<file path="src/sv/pse_pkg.sv">
// shared types and constants for the pole sum spectral evaluator
package pse_pkg;

   // field and datapath widths
   localparam int WORD_W    = 32;
   localparam int ETA_W     = 31;
   localparam int OPND_W    = 33;
   localparam int PROD_W    = 66;
   localparam int NSUM_W    = 65;
   localparam int DEN_W     = 66;
   localparam int NUM_W     = 98;
   localparam int ACC_W     = 48;
   localparam int QUO_W     = 48;
   localparam int DIV_STEPS = 48;
   localparam int CNT_W     = 6;

   // saturation limits
   localparam logic signed [ACC_W-1:0]  ACC_MAX = {1'b0, {(ACC_W-1){1'b1}}};
   localparam logic signed [ACC_W-1:0]  ACC_MIN = {1'b1, {(ACC_W-1){1'b0}}};
   localparam logic signed [WORD_W-1:0] OUT_MAX = {1'b0, {(WORD_W-1){1'b1}}};
   localparam logic signed [WORD_W-1:0] OUT_MIN = {1'b1, {(WORD_W-1){1'b0}}};
   localparam logic [CNT_W-1:0]         DIV_LAST = CNT_W'(DIV_STEPS - 1);

   // sequencer states
   typedef enum logic [3:0] {
      ST_IDLE,
      ST_M1,
      ST_M2,
      ST_M3,
      ST_M4,
      ST_M5,
      ST_M6,
      ST_M7,
      ST_M8,
      ST_M9,
      ST_M10,
      ST_M11,
      ST_CHECK,
      ST_DIVIDE,
      ST_ADD,
      ST_FINISH
   } state_type;

   // multiplier operand pairs
   typedef enum logic [3:0] {
      MUL_UR_VR,
      MUL_UI_VI,
      MUL_UR_VI,
      MUL_UI_VR,
      MUL_DRE_DRE,
      MUL_DIM_DIM,
      MUL_NLIM_DRE,
      MUL_NHIM_DRE,
      MUL_NLRE_DIM,
      MUL_NHRE_DIM
   } mul_sel_type;

   // wide sum register operations
   typedef enum logic [1:0] {
      SUM_HOLD,
      SUM_LOAD,
      SUM_ADD
   } sum_op_type;

   // commands from the sequencer to the datapath
   typedef struct packed {
      logic        load;
      mul_sel_type mul_sel;
      sum_op_type  sum_op;
      logic        sum_neg;
      logic        sum_shift;
      logic        save_nre;
      logic        save_nim;
      logic        save_den;
      logic        div_init;
      logic        div_step;
      logic        term_add;
      logic        mark_zero;
      logic        emit;
   } cmd_type;

   // status from the datapath to the sequencer
   typedef struct packed {
      logic den_zero;
      logic big;
      logic last;
      logic out_free;
   } status_type;

endpackage

</file>
<file path="src/sv/pse_ctrl.sv">
// sequencer for one term: multiply schedule, divide loop and result hand-off
module pse_ctrl (
   input  logic               clock,
   input  logic               reset,
   input  logic               req_valid,
   output logic               req_stall,
   input  pse_pkg::status_type status,
   output pse_pkg::cmd_type    cmd
);

   pse_pkg::state_type          state_ff, state_in;
   logic [pse_pkg::CNT_W-1:0]   cnt_ff, cnt_in;

   // state register
   always_ff @(posedge clock) begin
      if (reset) begin
         state_ff <= pse_pkg::ST_IDLE;
         cnt_ff   <= '0;
      end else begin
         state_ff <= state_in;
         cnt_ff   <= cnt_in;
      end
   end

   // next state
   always_comb begin
      state_in = state_ff;
      cnt_in   = cnt_ff;
      case (state_ff)
         pse_pkg::ST_IDLE:   if (req_valid) state_in = pse_pkg::ST_M1;
         pse_pkg::ST_M1:     state_in = pse_pkg::ST_M2;
         pse_pkg::ST_M2:     state_in = pse_pkg::ST_M3;
         pse_pkg::ST_M3:     state_in = pse_pkg::ST_M4;
         pse_pkg::ST_M4:     state_in = pse_pkg::ST_M5;
         pse_pkg::ST_M5:     state_in = pse_pkg::ST_M6;
         pse_pkg::ST_M6:     state_in = pse_pkg::ST_M7;
         pse_pkg::ST_M7:     state_in = pse_pkg::ST_M8;
         pse_pkg::ST_M8:     state_in = pse_pkg::ST_M9;
         pse_pkg::ST_M9:     state_in = pse_pkg::ST_M10;
         pse_pkg::ST_M10:    state_in = pse_pkg::ST_M11;
         pse_pkg::ST_M11:    state_in = pse_pkg::ST_CHECK;
         pse_pkg::ST_CHECK: begin
            cnt_in = '0;
            if (status.den_zero) begin
               state_in = pse_pkg::ST_FINISH;
            end else if (status.big) begin
               state_in = pse_pkg::ST_ADD;
            end else begin
               state_in = pse_pkg::ST_DIVIDE;
            end
         end
         pse_pkg::ST_DIVIDE: begin
            cnt_in = cnt_ff + 1'b1;
            if (cnt_ff == pse_pkg::DIV_LAST) state_in = pse_pkg::ST_ADD;
         end
         pse_pkg::ST_ADD:    state_in = pse_pkg::ST_FINISH;
         pse_pkg::ST_FINISH: begin
            if (!status.last || status.out_free) state_in = pse_pkg::ST_IDLE;
         end
         default:            state_in = pse_pkg::ST_IDLE;
      endcase
   end

   // command outputs
   always_comb begin
      cmd           = '0;
      cmd.mul_sel   = pse_pkg::MUL_UR_VR;
      cmd.sum_op    = pse_pkg::SUM_HOLD;
      req_stall     = 1'b1;
      case (state_ff)
         pse_pkg::ST_IDLE: begin
            req_stall = 1'b0;
            cmd.load  = req_valid;
         end
         pse_pkg::ST_M1: cmd.mul_sel = pse_pkg::MUL_UR_VR;
         pse_pkg::ST_M2: begin
            cmd.mul_sel = pse_pkg::MUL_UI_VI;
            cmd.sum_op  = pse_pkg::SUM_LOAD;
         end
         pse_pkg::ST_M3: begin
            cmd.mul_sel = pse_pkg::MUL_UR_VI;
            cmd.sum_op  = pse_pkg::SUM_ADD;
            cmd.sum_neg = 1'b1;
         end
         pse_pkg::ST_M4: begin
            cmd.mul_sel  = pse_pkg::MUL_UI_VR;
            cmd.sum_op   = pse_pkg::SUM_LOAD;
            cmd.save_nre = 1'b1;
         end
         pse_pkg::ST_M5: begin
            cmd.mul_sel = pse_pkg::MUL_DRE_DRE;
            cmd.sum_op  = pse_pkg::SUM_ADD;
         end
         pse_pkg::ST_M6: begin
            cmd.mul_sel  = pse_pkg::MUL_DIM_DIM;
            cmd.sum_op   = pse_pkg::SUM_LOAD;
            cmd.save_nim = 1'b1;
         end
         pse_pkg::ST_M7: begin
            cmd.mul_sel = pse_pkg::MUL_NLIM_DRE;
            cmd.sum_op  = pse_pkg::SUM_ADD;
         end
         pse_pkg::ST_M8: begin
            cmd.mul_sel  = pse_pkg::MUL_NHIM_DRE;
            cmd.sum_op   = pse_pkg::SUM_LOAD;
            cmd.save_den = 1'b1;
         end
         pse_pkg::ST_M9: begin
            cmd.mul_sel   = pse_pkg::MUL_NLRE_DIM;
            cmd.sum_op    = pse_pkg::SUM_ADD;
            cmd.sum_shift = 1'b1;
         end
         pse_pkg::ST_M10: begin
            cmd.mul_sel = pse_pkg::MUL_NHRE_DIM;
            cmd.sum_op  = pse_pkg::SUM_ADD;
            cmd.sum_neg = 1'b1;
         end
         pse_pkg::ST_M11: begin
            cmd.sum_op    = pse_pkg::SUM_ADD;
            cmd.sum_neg   = 1'b1;
            cmd.sum_shift = 1'b1;
         end
         pse_pkg::ST_CHECK: begin
            cmd.div_init  = 1'b1;
            cmd.mark_zero = status.den_zero;
         end
         pse_pkg::ST_DIVIDE: cmd.div_step = 1'b1;
         pse_pkg::ST_ADD:    cmd.term_add = 1'b1;
         pse_pkg::ST_FINISH: cmd.emit = status.last && status.out_free;
         default: begin
            cmd = '0;
         end
      endcase
   end

endmodule

</file>
<file path="config.mk">
export PLATFORM = sky130hd
export DESIGN_NAME = pse_ctrl
export DESIGN_NICKNAME = d
export VERILOG_FILES = /design/src/sv/pse_pkg.sv /design/src/sv/pse_ctrl.sv
export SDC_FILE = /design/constraint.sdc
export NUM_CORES = 1
export LEC_CHECK = 0
export ABC_AREA = 1
export BUFFER_PORTS_ARGS = -buffer_cell sky130_fd_sc_hd__buf_2
export CAP_MARGIN = 20
export CORE_ASPECT_RATIO = 0.7
export CORE_UTILIZATION = 40
export CTS_CLUSTER_DIAMETER = 120
export DETAILED_ROUTE_END_ITERATION = 16
export GPL_ROUTABILITY_DRIVEN = 1
export PLACE_DENSITY_LB_ADDON = 0.05
export SLEW_MARGIN = 5
export SYNTH_ARGS = -nofsm -noshare
export SYNTH_HDL_FRONTEND = slang
export SYNTH_SLANG_ARGS = --single-unit
export TNS_END_PERCENT = 20
</file>
<file path="constraint.sdc">
create_clock -name clock -period 1.4 [get_ports clock]
set_clock_uncertainty 0.2 [all_clocks]
set_input_delay 0.21 -clock clock [delete_from_list [all_inputs] [get_ports clock]]
set_output_delay 0.21 -clock clock [all_outputs]
set_load 0.02 [all_outputs]
</file>
==> results.tsv, run 1 <==
stage	metric	value	unit
run_status	status	finished, violations left	
run_status	failing checks	setup timing	
setup_path	CP required	0.99	ns
timing	Slew @ Worst Pin	0.190	ns
yosys	synth warn	0	
timing	max frequency	0.596	GHz
yosys	Syn Nets	128	
cts	Worst-Skew Late Latency	0.27	ns
setup_path	crit-path max FO	7	
pwr	Overall Power	928	µW
grt	pin count of the biggest net entering global routing	8	
hold_path	Hold Crit Class	in -> reg	
grt	M1 GR Usage	39.0	%
pwr	leakage power	0.000667	µW
floorplan	die area	0.00205	mm²
finish	Post-Layout Cell Count	195	
routing	DRT iter0 DRCs	52	
cts	CTS tree	done	
cts	Clock Path Buffers	2	
finish	fin nets	183	
yosys	post-synth top area share	26.7	%
placement	placed cell count	188	
yosys	Yosys cell types	26	
placement	DP HPWL	1800	µm
pwr	power per cell area	670	mW/mm²
timing	# setup viols final	21	
timing	hold_ws	0.151	ns
grt	GRT Util Overall	28.3	%
routing	Avg Vias per Cell	5.25	
yosys	FF+latch count, synth	10	
yosys	Synth Cell Area	749	µm²
yosys	Avg Synthesized Cell Area	6.25	µm²
floorplan	initial core utilization	45.0	%
grt	Most Crowded Layer GR	met2	
routing	via count	1023	
yosys	synth top area cells	dfxtp_1, nand2_1, nor2_1	
grt	GRT overflow	0	
cts	clock slew at reported path FFs	0.07	ns
setup_path	CP Capture Type	output pin	
routing	Detail Route Antenna Nets	0	
routing	DRC viols	0	
grt	met2 global-route usage	44.4	%
finish	Ant. Diodes	0	
timing	Fin. Hold Viols	0	
timing	final worst path period share	120	%
placement	Port Buffers	24	
finish	Fillers	104	
timing	fin. max-slew vios	0	
floorplan	FP Rows	12	
yosys	cells after synthesis	120	
yosys	sequential element share of the synthesized area	26.7	%
grt	initial antenna violation count	0	
grt	vias in the first global route	902	
timing	Final WS setup	-0.278	ns
floorplan	I/O pins	25	
cts	root buf cell	clkbuf_4	
cts	Clock Sinks	10	
setup_path	worst setup path class	reg -> out	
finish	Area Growth Syn to Fin	84.6	%
routing	Wirelength per Cell	14.5	µm
timing	RSZ-0062 raised after global routing	yes	
setup_path	Critical Path Start Type	flop	
timing	minimum clock period	1.68	ns
cts	CTS H-tree lvls	1	
pwr	worst vdd ir	557	µV
grt	met3 GRT Util	7.54	%
routing	total wire length	2820	µm
run	Max-cap violations	0	
routing	Pre-antenna DRT Iters	4	
finish	fin util	83.0	%
floorplan	chip height	38.2	µm
timing	Setup TNS	-4.27	ns
grt	first-pass GRT wire length	4020	µm
floorplan	die width	53.7	µm
placement	GP Congestion	0.864	
yosys	largest area contributor in the synthesized netlist	dfxtp_1	
setup_path	arrival time at the worst endpoint	1.27	ns
finish	share of cells above drive strength 1	62.6	%
floorplan	Core ar.	0.00167	mm²
timing	Slew HR	87.2	%
cts	CTS Buf Count	3	
-- report_power, final --
group          switching [µW]  internal (µW)  total, µW
registers                27.0            291        318
logic                     192            147        340
clock network             112            158        270
-- critical path, cell delays in order, from the launching register on --
cell     delay (ns)
dfxtp_4        0.46
inv_2          0.06
nand2_2        0.10
nor2_4         0.04
inv_2          0.09
nand3_2        0.08
buf_4          0.16
-- routing by layer --
layer	share of wire (%)	vias up
met5	0	-
met4	1.9	0
met3	8.2	8
met2	46	44
met1	44	472
li1	-	499
-- cell usage in the layout, fill, tap and decap left out, types with 2 or more instances in the layout --
cell	instances
a21oi_1	8
a21oi_2	3
buf_2	8
buf_4	35
buf_6	8
clkbuf_4	3
dfxtp_1	4
dfxtp_2	2
dfxtp_4	4
inv_1	9
inv_2	3
inv_4	2
nand2_1	18
nand2_2	3
nand2_4	6
nand3_1	3
nand3_2	2
nor2_1	11
nor2_2	10
nor2_4	7
nor3_2	3
o21ai_0	4
o21ai_1	2
o21ai_2	2
-- per-stage QoR --
step,cell area [µm²],setup slack (ns)
floorplan,795,-0.0867
global placement,1110,-0.0882
detailed placement,1110,-0.124
CTS,1290,-0.245
global route,1380,-0.326
finish,1380,-0.278
-- repair_timing --
item                                    in CTS  in global routing
pin swaps                                    6                  1
hold buffers                                 1                  0
hold endpoints to repair                     4                  0
gates resized for setup                     46                 28
setup buffers                                2                  0
gates cloned                                 0                  0
endpoints found under the setup margin      25                 24
-- registers in the layout (all words and copies together) (netlist names) --
signal    flops
cnt_ff        6
state_ff      4
-- area by class of cell --
class	instances	area, µm²	share of cell area [%]
well taps	21	26.3	1.90
clock buffers	4	36.3	2.62
flip-flops and latches	10	218	15.7
repair buffers	52	403	29.1
inverters	16	75.1	5.42
multi-input cells	92	626	45.2
-- cells by family after synthesis --
family | after synthesis | synth area share (%)
DFF | 10 | 26.7
and+or+nand+nor | 69 | 44.2
buffers and inverters | 18 | 11.7
AOI/OAI and AO/OA | 22 | 15.7
adders and majority gates | 1 | 1.67
-- synthesized netlist by cell type --
library cell	instances
a21oi_1	11
nand3_1	4
nor3_1	3
nor2_4	1
inv_1	14
nor2_2	3
nor3_2	1
o21ai_1	1
inv_2	1
dfxtp_1	10
o21a_1	1
clkinv_4	1
a211oi_1	1
nand4_1	1
ha_1	1
nand2_1	24
o31ai_1	1
and3_1	1
nand3b_1	1
and2_1	1
nor2_1	24
o21ai_0	7
nand2_2	1
nand3_2	1
nand2_4	3
buf_6	2
-- final timing paths --
check,depth (start not counted),startpoint,slack (ns),to
setup reg to reg,8,state_ff[1]$_SDFFE_PP0P_,-0.10,state_ff[1]$_SDFFE_PP0P_
hold / removal,5,status[0],0.15,state_ff[1]$_SDFFE_PP0P_
setup / recovery,6,state_ff[2]$_SDFFE_PP0P_,-0.28,cmd[13]
hold reg to reg,2,cnt_ff[4]$_SDFFE_PP0P_,0.32,cnt_ff[4]$_SDFFE_PP0P_
Note: power is estimated with default switching activity, not from simulation.
==> inputs of run 2 (changes only) <==
CAP_MARGIN = default   (was 20)
CORE_ASPECT_RATIO = default   (was 0.7)
CORE_UTILIZATION = 44   (was 40)
==> results.tsv, run 2 (synthesis results as in run 1) <==
stage	metric	value	unit	change
grt	initial antenna violation count	0		unchanged
setup_path	Critical Path Source	state_ff[1]$_SDFFE_PP0P_		was state_ff[2]$_SDFFE_PP0P_
finish	fin util	83.7	%	was 83.0%
floorplan	initial core utilization	48.6	%	was 45.0%
timing	Final WS setup	-0.240	ns	was -0.278 ns
setup_path	CP required	0.99	ns	about the same
timing	# setup viols final	19		was 21
placement	DP HPWL	1720	µm	was 1800 µm
timing	RSZ-0062 raised after global routing	yes		unchanged
cts	clock slew at reported path FFs	0.06	ns	was 0.07 ns
setup_path	Critical Path Start Type	flop		unchanged
cts	Worst-Skew Late Latency	0.27	ns	about the same
finish	max reg flops	6		unchanged
cts	root buf cell	clkbuf_4		unchanged
finish	commonest non-fill, non-tap cell in the layout	buf_4		unchanged
timing	Slew HR	86.5	%	was 87.2%
hold_path	Hold Crit Class	in -> reg		unchanged
setup_path	Worst R2R Start	cnt_ff[1]$_SDFFE_PP0P_		was state_ff[1]$_SDFFE_PP0P_
cts	CTS Buf Count	3		unchanged
setup_path	CP Capture Type	output pin		unchanged
placement	Port Buffers	24		unchanged
finish	Fillers	94		was 104
timing	Fin. Hold Viols	0		unchanged
setup_path	worst setup path class	reg -> out		unchanged
routing	DRC viols	0		unchanged
finish	commonest non-fill, non-tap cells in the layout	buf_4, nand2_1, nor2_1		unchanged
placement	GP Congestion	0.933		was 0.864
timing	minimum clock period	1.64	ns	was 1.68 ns
routing	Wirelength per Cell	12.7	µm	was 14.5 µm
cts	Clock Path Buffers	2		unchanged
timing	fin. max-slew vios	0		unchanged
finish	Area Growth Syn to Fin	72.1	%	was 84.6%
pwr	worst vdd ir	499	µV	was 557 µV
timing	max frequency	0.610	GHz	was 0.596 GHz
routing	via count	974		was 1023
routing	total wire length	2380	µm	was 2820 µm
setup_path	reg2reg end	state_ff[1]$_SDFFE_PP0P_		unchanged
pwr	power per cell area	618	mW/mm²	was 670 mW/mm²
placement	pre-CTS setup slack	-0.0955	ns	was -0.124 ns
setup_path	r2r worst-path depth	7		was 8
run_status	status	finished, violations left		unchanged
grt	GRT overflow	0		unchanged
cts	CTS H-tree lvls	1		unchanged
finish	Seq. cell area	218	µm²	unchanged
floorplan	FP Rows	14		was 12
finish	Ant. Diodes	0		unchanged
routing	Detail Route Antenna Nets	0		unchanged
timing	final worst path period share	117	%	was 120%
setup_path	reg2reg setup slack	-0.02	ns	was -0.10 ns
pwr	leakage power	0.000633	µW	was 0.000667 µW
finish	share of cells above drive strength 1	56.1	%	was 62.6%
setup_path	CP endpoint	cmd[13]		unchanged
finish	Largest regs	cnt_ff x6, state_ff x4		unchanged
routing	Avg Vias per Cell	5.21		was 5.25
cts	CTS tree	done		unchanged
finish	footprint of the multi-input gates	572	µm²	was 626 µm²
grt	GRT Util Overall	27.4	%	was 28.3%
grt	vias in the first global route	943		was 902
grt	pin count of the biggest net entering global routing	9		was 8
floorplan	chip height	43.3	µm	was 38.2 µm
timing	Slew @ Worst Pin	0.202	ns	was 0.190 ns
run_status	failing checks	setup timing		unchanged
grt	first-pass GRT wire length	3930	µm	was 4020 µm
routing	Pre-antenna DRT Iters	4		unchanged
timing	hold_ws	0.0685	ns	was 0.151 ns
finish	fin nets	181		was 183
finish	Largest Register	cnt_ff		unchanged
cts	Clock Sinks	10		unchanged
setup_path	crit-path max FO	6		was 7
routing	DRT iter0 DRCs	23		was 52
run	Max-cap violations	0		unchanged
floorplan	die width	43.3	µm	was 53.7 µm
floorplan	die area	0.00187	mm²	was 0.00205 mm²
setup_path	arrival time at the worst endpoint	1.23	ns	was 1.27 ns
floorplan	Core ar.	0.00154	mm²	was 0.00167 mm²
floorplan	I/O pins	25		unchanged
[run 2: worst max-delay path: stages (launching register included)]
cell and delay [ns]:
dfxtp_4 0.41, inv_6 0.06, nand2_8 0.09, nor2_4 0.04
nor2_1 0.13, nand3_2 0.07, buf_4 0.16
[run 2: timing repair]
| item | CTS | global route |
|---|---|---|
| hold endpoints to repair | 4 | 0 |
| buffers inserted | 0 | 1 |
| setup endpoints to repair | 24 | 23 |
| pin swaps | 4 | 2 |
| resized for setup | 49 | 6 |
| gates cloned | 0 | 0 |
| hold buffers | 1 | 0 |
[run 2: layout make-up]
cell class	count	area share (%)
inverter	16	5.82
clock buffer	3	1.75
multi-input combinational	92	44.3
tap	16	1.55
sequential	10	16.9
timing repair buffer	50	29.7
[run 2: metrics by stage]
stage / total power (µW) / cell area [µm²] / setup TNS [ns] / cells
CTS: 787 / 1260 / -3.01 / 186
detailed placement: 556 / 1090 / -0.862 / 182
floorplan: 474 / 795 / -0.357 / 120
global route: 838 / 1290 / -4.28 / 187
global placement: 553 / 1090 / -0.575 / 182
finish: 797 / 1290 / -3.21 / 187
[run 2: power breakdown]
| part | internal, µW | leakage [µW] | switching (µW) | total, µW |
|---|---|---|---|---|
| Combinational | 120 | 0.000534 | 164 | 284 |
| Sequential | 292 | 0.0000849 | 24.7 | 316 |
| Clock | 99.4 | 0.0000138 | 97.8 | 197 |
| Total | 511 | 0.000633 | 286 | 797 |
[run 2: worst min-delay path by stage]
stage | startpoint | end | cells after the start
floorplan | reset | cnt_ff[1]$_SDFFE_PP0P_ | 1
global route | status[0] | state_ff[1]$_SDFFE_PP0P_ | 4
finish | status[0] | state_ff[1]$_SDFFE_PP0P_ | 4
detailed placement | reset | cnt_ff[1]$_SDFFE_PP0P_ | 2
global placement | reset | state_ff[1]$_SDFFE_PP0P_ | 2
CTS | status[0] | state_ff[1]$_SDFFE_PP0P_ | 4
[run 2: metal layers]
layer	vias up	routed length [µm]	part of all wire [%]	track usage (%)
met5	-	0	0	0
met4	0	23	0.97	7.88
met3	5	87	3.7	2.98
met2	39	1280	54	51.9
met1	440	994	42	31.4
li1	490	-	-	-
==> inputs of run 3 (changes only) <==
CELL_PAD_IN_SITES_DETAIL_PLACEMENT = 1   (was default)
CELL_PAD_IN_SITES_GLOBAL_PLACEMENT = 2   (was default)
CORE_ASPECT_RATIO = 0.7   (was default)
CORE_UTILIZATION = 22   (was 44)
==> results.tsv, run 3 (synthesis results as in run 1) <==
stage	metric	value	unit	change
run_status	status	finished, violations left		unchanged
run_status	failing checks	setup timing		unchanged
setup_path	arrival time at the worst endpoint	1.22	ns	was 1.23 ns
timing	Fin. Hold Viols	0		unchanged
setup_path	crit-path max FO	5		was 6
cts	clock slew at reported path FFs	0.05	ns	was 0.06 ns
setup_path	critical path's largest stage delay	0.45	ns	was 0.41 ns
routing	DRC viols	0		unchanged
floorplan	FP Rows	17		was 14
cts	CTS Buf Count	3		unchanged
hold_path	Hold Crit Class	in -> reg		unchanged
timing	hold_ws	0.0211	ns	was 0.0685 ns
timing	fin. max-slew vios	0		unchanged
floorplan	initial core utilization	23.5	%	was 48.6%
setup_path	CP required	0.99	ns	about the same
floorplan	Core ar.	0.00319	mm²	was 0.00154 mm²
finish	max reg flops	6		unchanged
routing	Avg Vias per Cell	4.53		was 5.21
finish	Ant. Diodes	0		unchanged
routing	Wirelength per Cell	14.0	µm	was 12.7 µm
cts	hold_buf cts	0		was 1
grt	first-pass GRT wire length	4810	µm	was 3930 µm
floorplan	die area	0.00365	mm²	was 0.00187 mm²
setup_path	Critical Path Start Type	flop		unchanged
finish	fin nets	184		was 181
routing	Detail Route Antenna Nets	0		unchanged
cts	Clock Path Buffers	2		unchanged
grt	initial antenna violation count	0		unchanged
placement	GP Congestion	0.752		was 0.933
pwr	leakage power	0.000696	µW	was 0.000633 µW
grt	vias in the first global route	966		was 943
timing	final worst path period share	117	%	about the same
placement	pre-CTS setup slack	-0.213	ns	was -0.0955 ns
timing	Slew HR	86.5	%	about the same
floorplan	I/O pins	25		unchanged
finish	commonest non-fill, non-tap cells in the layout	buf_4, nand2_1, buf_6		was buf_4, nand2_1, nor2_1
finish	share of cells above drive strength 1	62.9	%	was 56.1%
grt	pin count of the biggest net entering global routing	8		was 9
grt	GRT Util Overall	17.5	%	was 27.4%
placement	Port Buffers	24		unchanged
floorplan	die width	71.8	µm	was 43.3 µm
pwr	power per cell area	702	mW/mm²	was 618 mW/mm²
cts	CTS H-tree lvls	1		unchanged
setup_path	worst setup path class	reg -> out		unchanged
pwr	worst vdd ir	298	µV	was 499 µV
timing	RSZ-0062 raised after global routing	yes		unchanged
cts	Worst-Skew Late Latency	0.24	ns	was 0.27 ns
cts	CTS tree	done		unchanged
cts	root buf cell	clkbuf_8		was clkbuf_4
setup_path	worst-path cell chain	buf_6, nand2_4, a211oi_2, buf_4		was inv_6, nand2_8, nor2_4, nor2_1, nand3_2, buf_4
grt	GRT overflow	0		unchanged
setup_path	Slowest cell on crit path	dfxtp_4		unchanged
finish	Largest Register	cnt_ff		unchanged
timing	max frequency	0.612	GHz	was 0.610 GHz
finish	Area Growth Syn to Fin	98.0	%	was 72.1%
timing	Final WS setup	-0.235	ns	was -0.240 ns
routing	total wire length	2990	µm	was 2380 µm
routing	Pre-antenna DRT Iters	4		unchanged
routing	DRT iter0 DRCs	37		was 23
setup_path	Buf/Inv on CP	2		unchanged
setup_path	CP top delay family	flip-flops		unchanged
timing	minimum clock period	1.63	ns	was 1.64 ns
timing	Slew @ Worst Pin	0.200	ns	was 0.202 ns
finish	Largest regs	cnt_ff x6, state_ff x4		unchanged
floorplan	chip height	50.8	µm	was 43.3 µm
timing	# setup viols final	20		was 19
run	Max-cap violations	0		unchanged
finish	commonest non-fill, non-tap cell in the layout	buf_4		unchanged
cts	Clock Sinks	10		unchanged
placement	DP HPWL	2340	µm	was 1720 µm
routing	via count	965		was 974
setup_path	CP Capture Type	output pin		unchanged
run 3: changes by cell type in the layout (fill, tap and decap cells not counted), sizes merged:
cell	change
dlygate4sd3	-1
buf	+4
clkbuf	+1
run 3: power by group:
group / internal (µW) / switching [µW] / leakage (µW)
combinational: 158 / 202 / 0.000583
sequential: 292 / 22.2 / 0.0000849
clock: 248 / 120 / 0.0000288
run 3: metrics by stage:
step,utilization (%),TNS (ns),std cells,total power [µW],cell area (µm²)
4_1_cts,43.1,-2.92,208,1020,1380
2_1_floorplan,-,-0.357,120,474,795
3_3_place_gp,34.9,-2.28,203,578,1110
5_1_grt,46.5,-4.46,213,1100,1480
3_5_place_dp,34.9,-2.75,203,582,1110
6_report,46.5,-3.24,213,1040,1480
run 3: worst reg2reg max path, cell delays in order (launching register included):
cell	delay (ns)
dfxtp_4	0.46
nand2_8	0.09
buf_4	0.16
nor2_4	0.12
o21ai_2	0.09
nand2_1	0.07
nand2_1	0.07
a21oi_2	0.11
run 3: path summary, 6_finish.rpt:
check                             end  depth (start not counted)  slack (ns)                startpoint
max                           cmd[11]                          4       -0.23  state_ff[3]$_SDFFE_PP0P_
min          state_ff[1]$_SDFFE_PP0P_                          2        0.02                     reset
min reg2reg    cnt_ff[4]$_SDFFE_PP0P_                          2        0.28    cnt_ff[4]$_SDFFE_PP0P_
max reg2reg  state_ff[1]$_SDFFE_PP0P_                          7       -0.03  state_ff[2]$_SDFFE_PP0P_
run 3: final cells by class:
| cell class | count | area [µm²] |
|---|---|---|
| Clock buffer | 4 | 55.1 |
| Fill cell | 413 | 1710 |
| Multi-Input combinational cell | 92 | 657 |
| Timing Repair Buffer | 53 | 432 |
| Tap cell | 38 | 47.5 |
| Sequential cell | 10 | 218 |
| Inverter | 16 | 75.1 |
run 3: what timing repair did:
action	CTS	global route
setup buffers	1	5
pin swaps	9	10
resized for setup	65	20
setup endpoints to repair	28	27
run 3: per-layer routing:
layer / vias to the layer above / global-route usage (%) / routed length, µm
met5: - / 0 / 0
met4: 0 / 1.96 / 0
met3: 0 / 4.14 / 82
met2: 14 / 25.6 / 1290
met1: 457 / 26.6 / 1620
li1: 494 / - / -
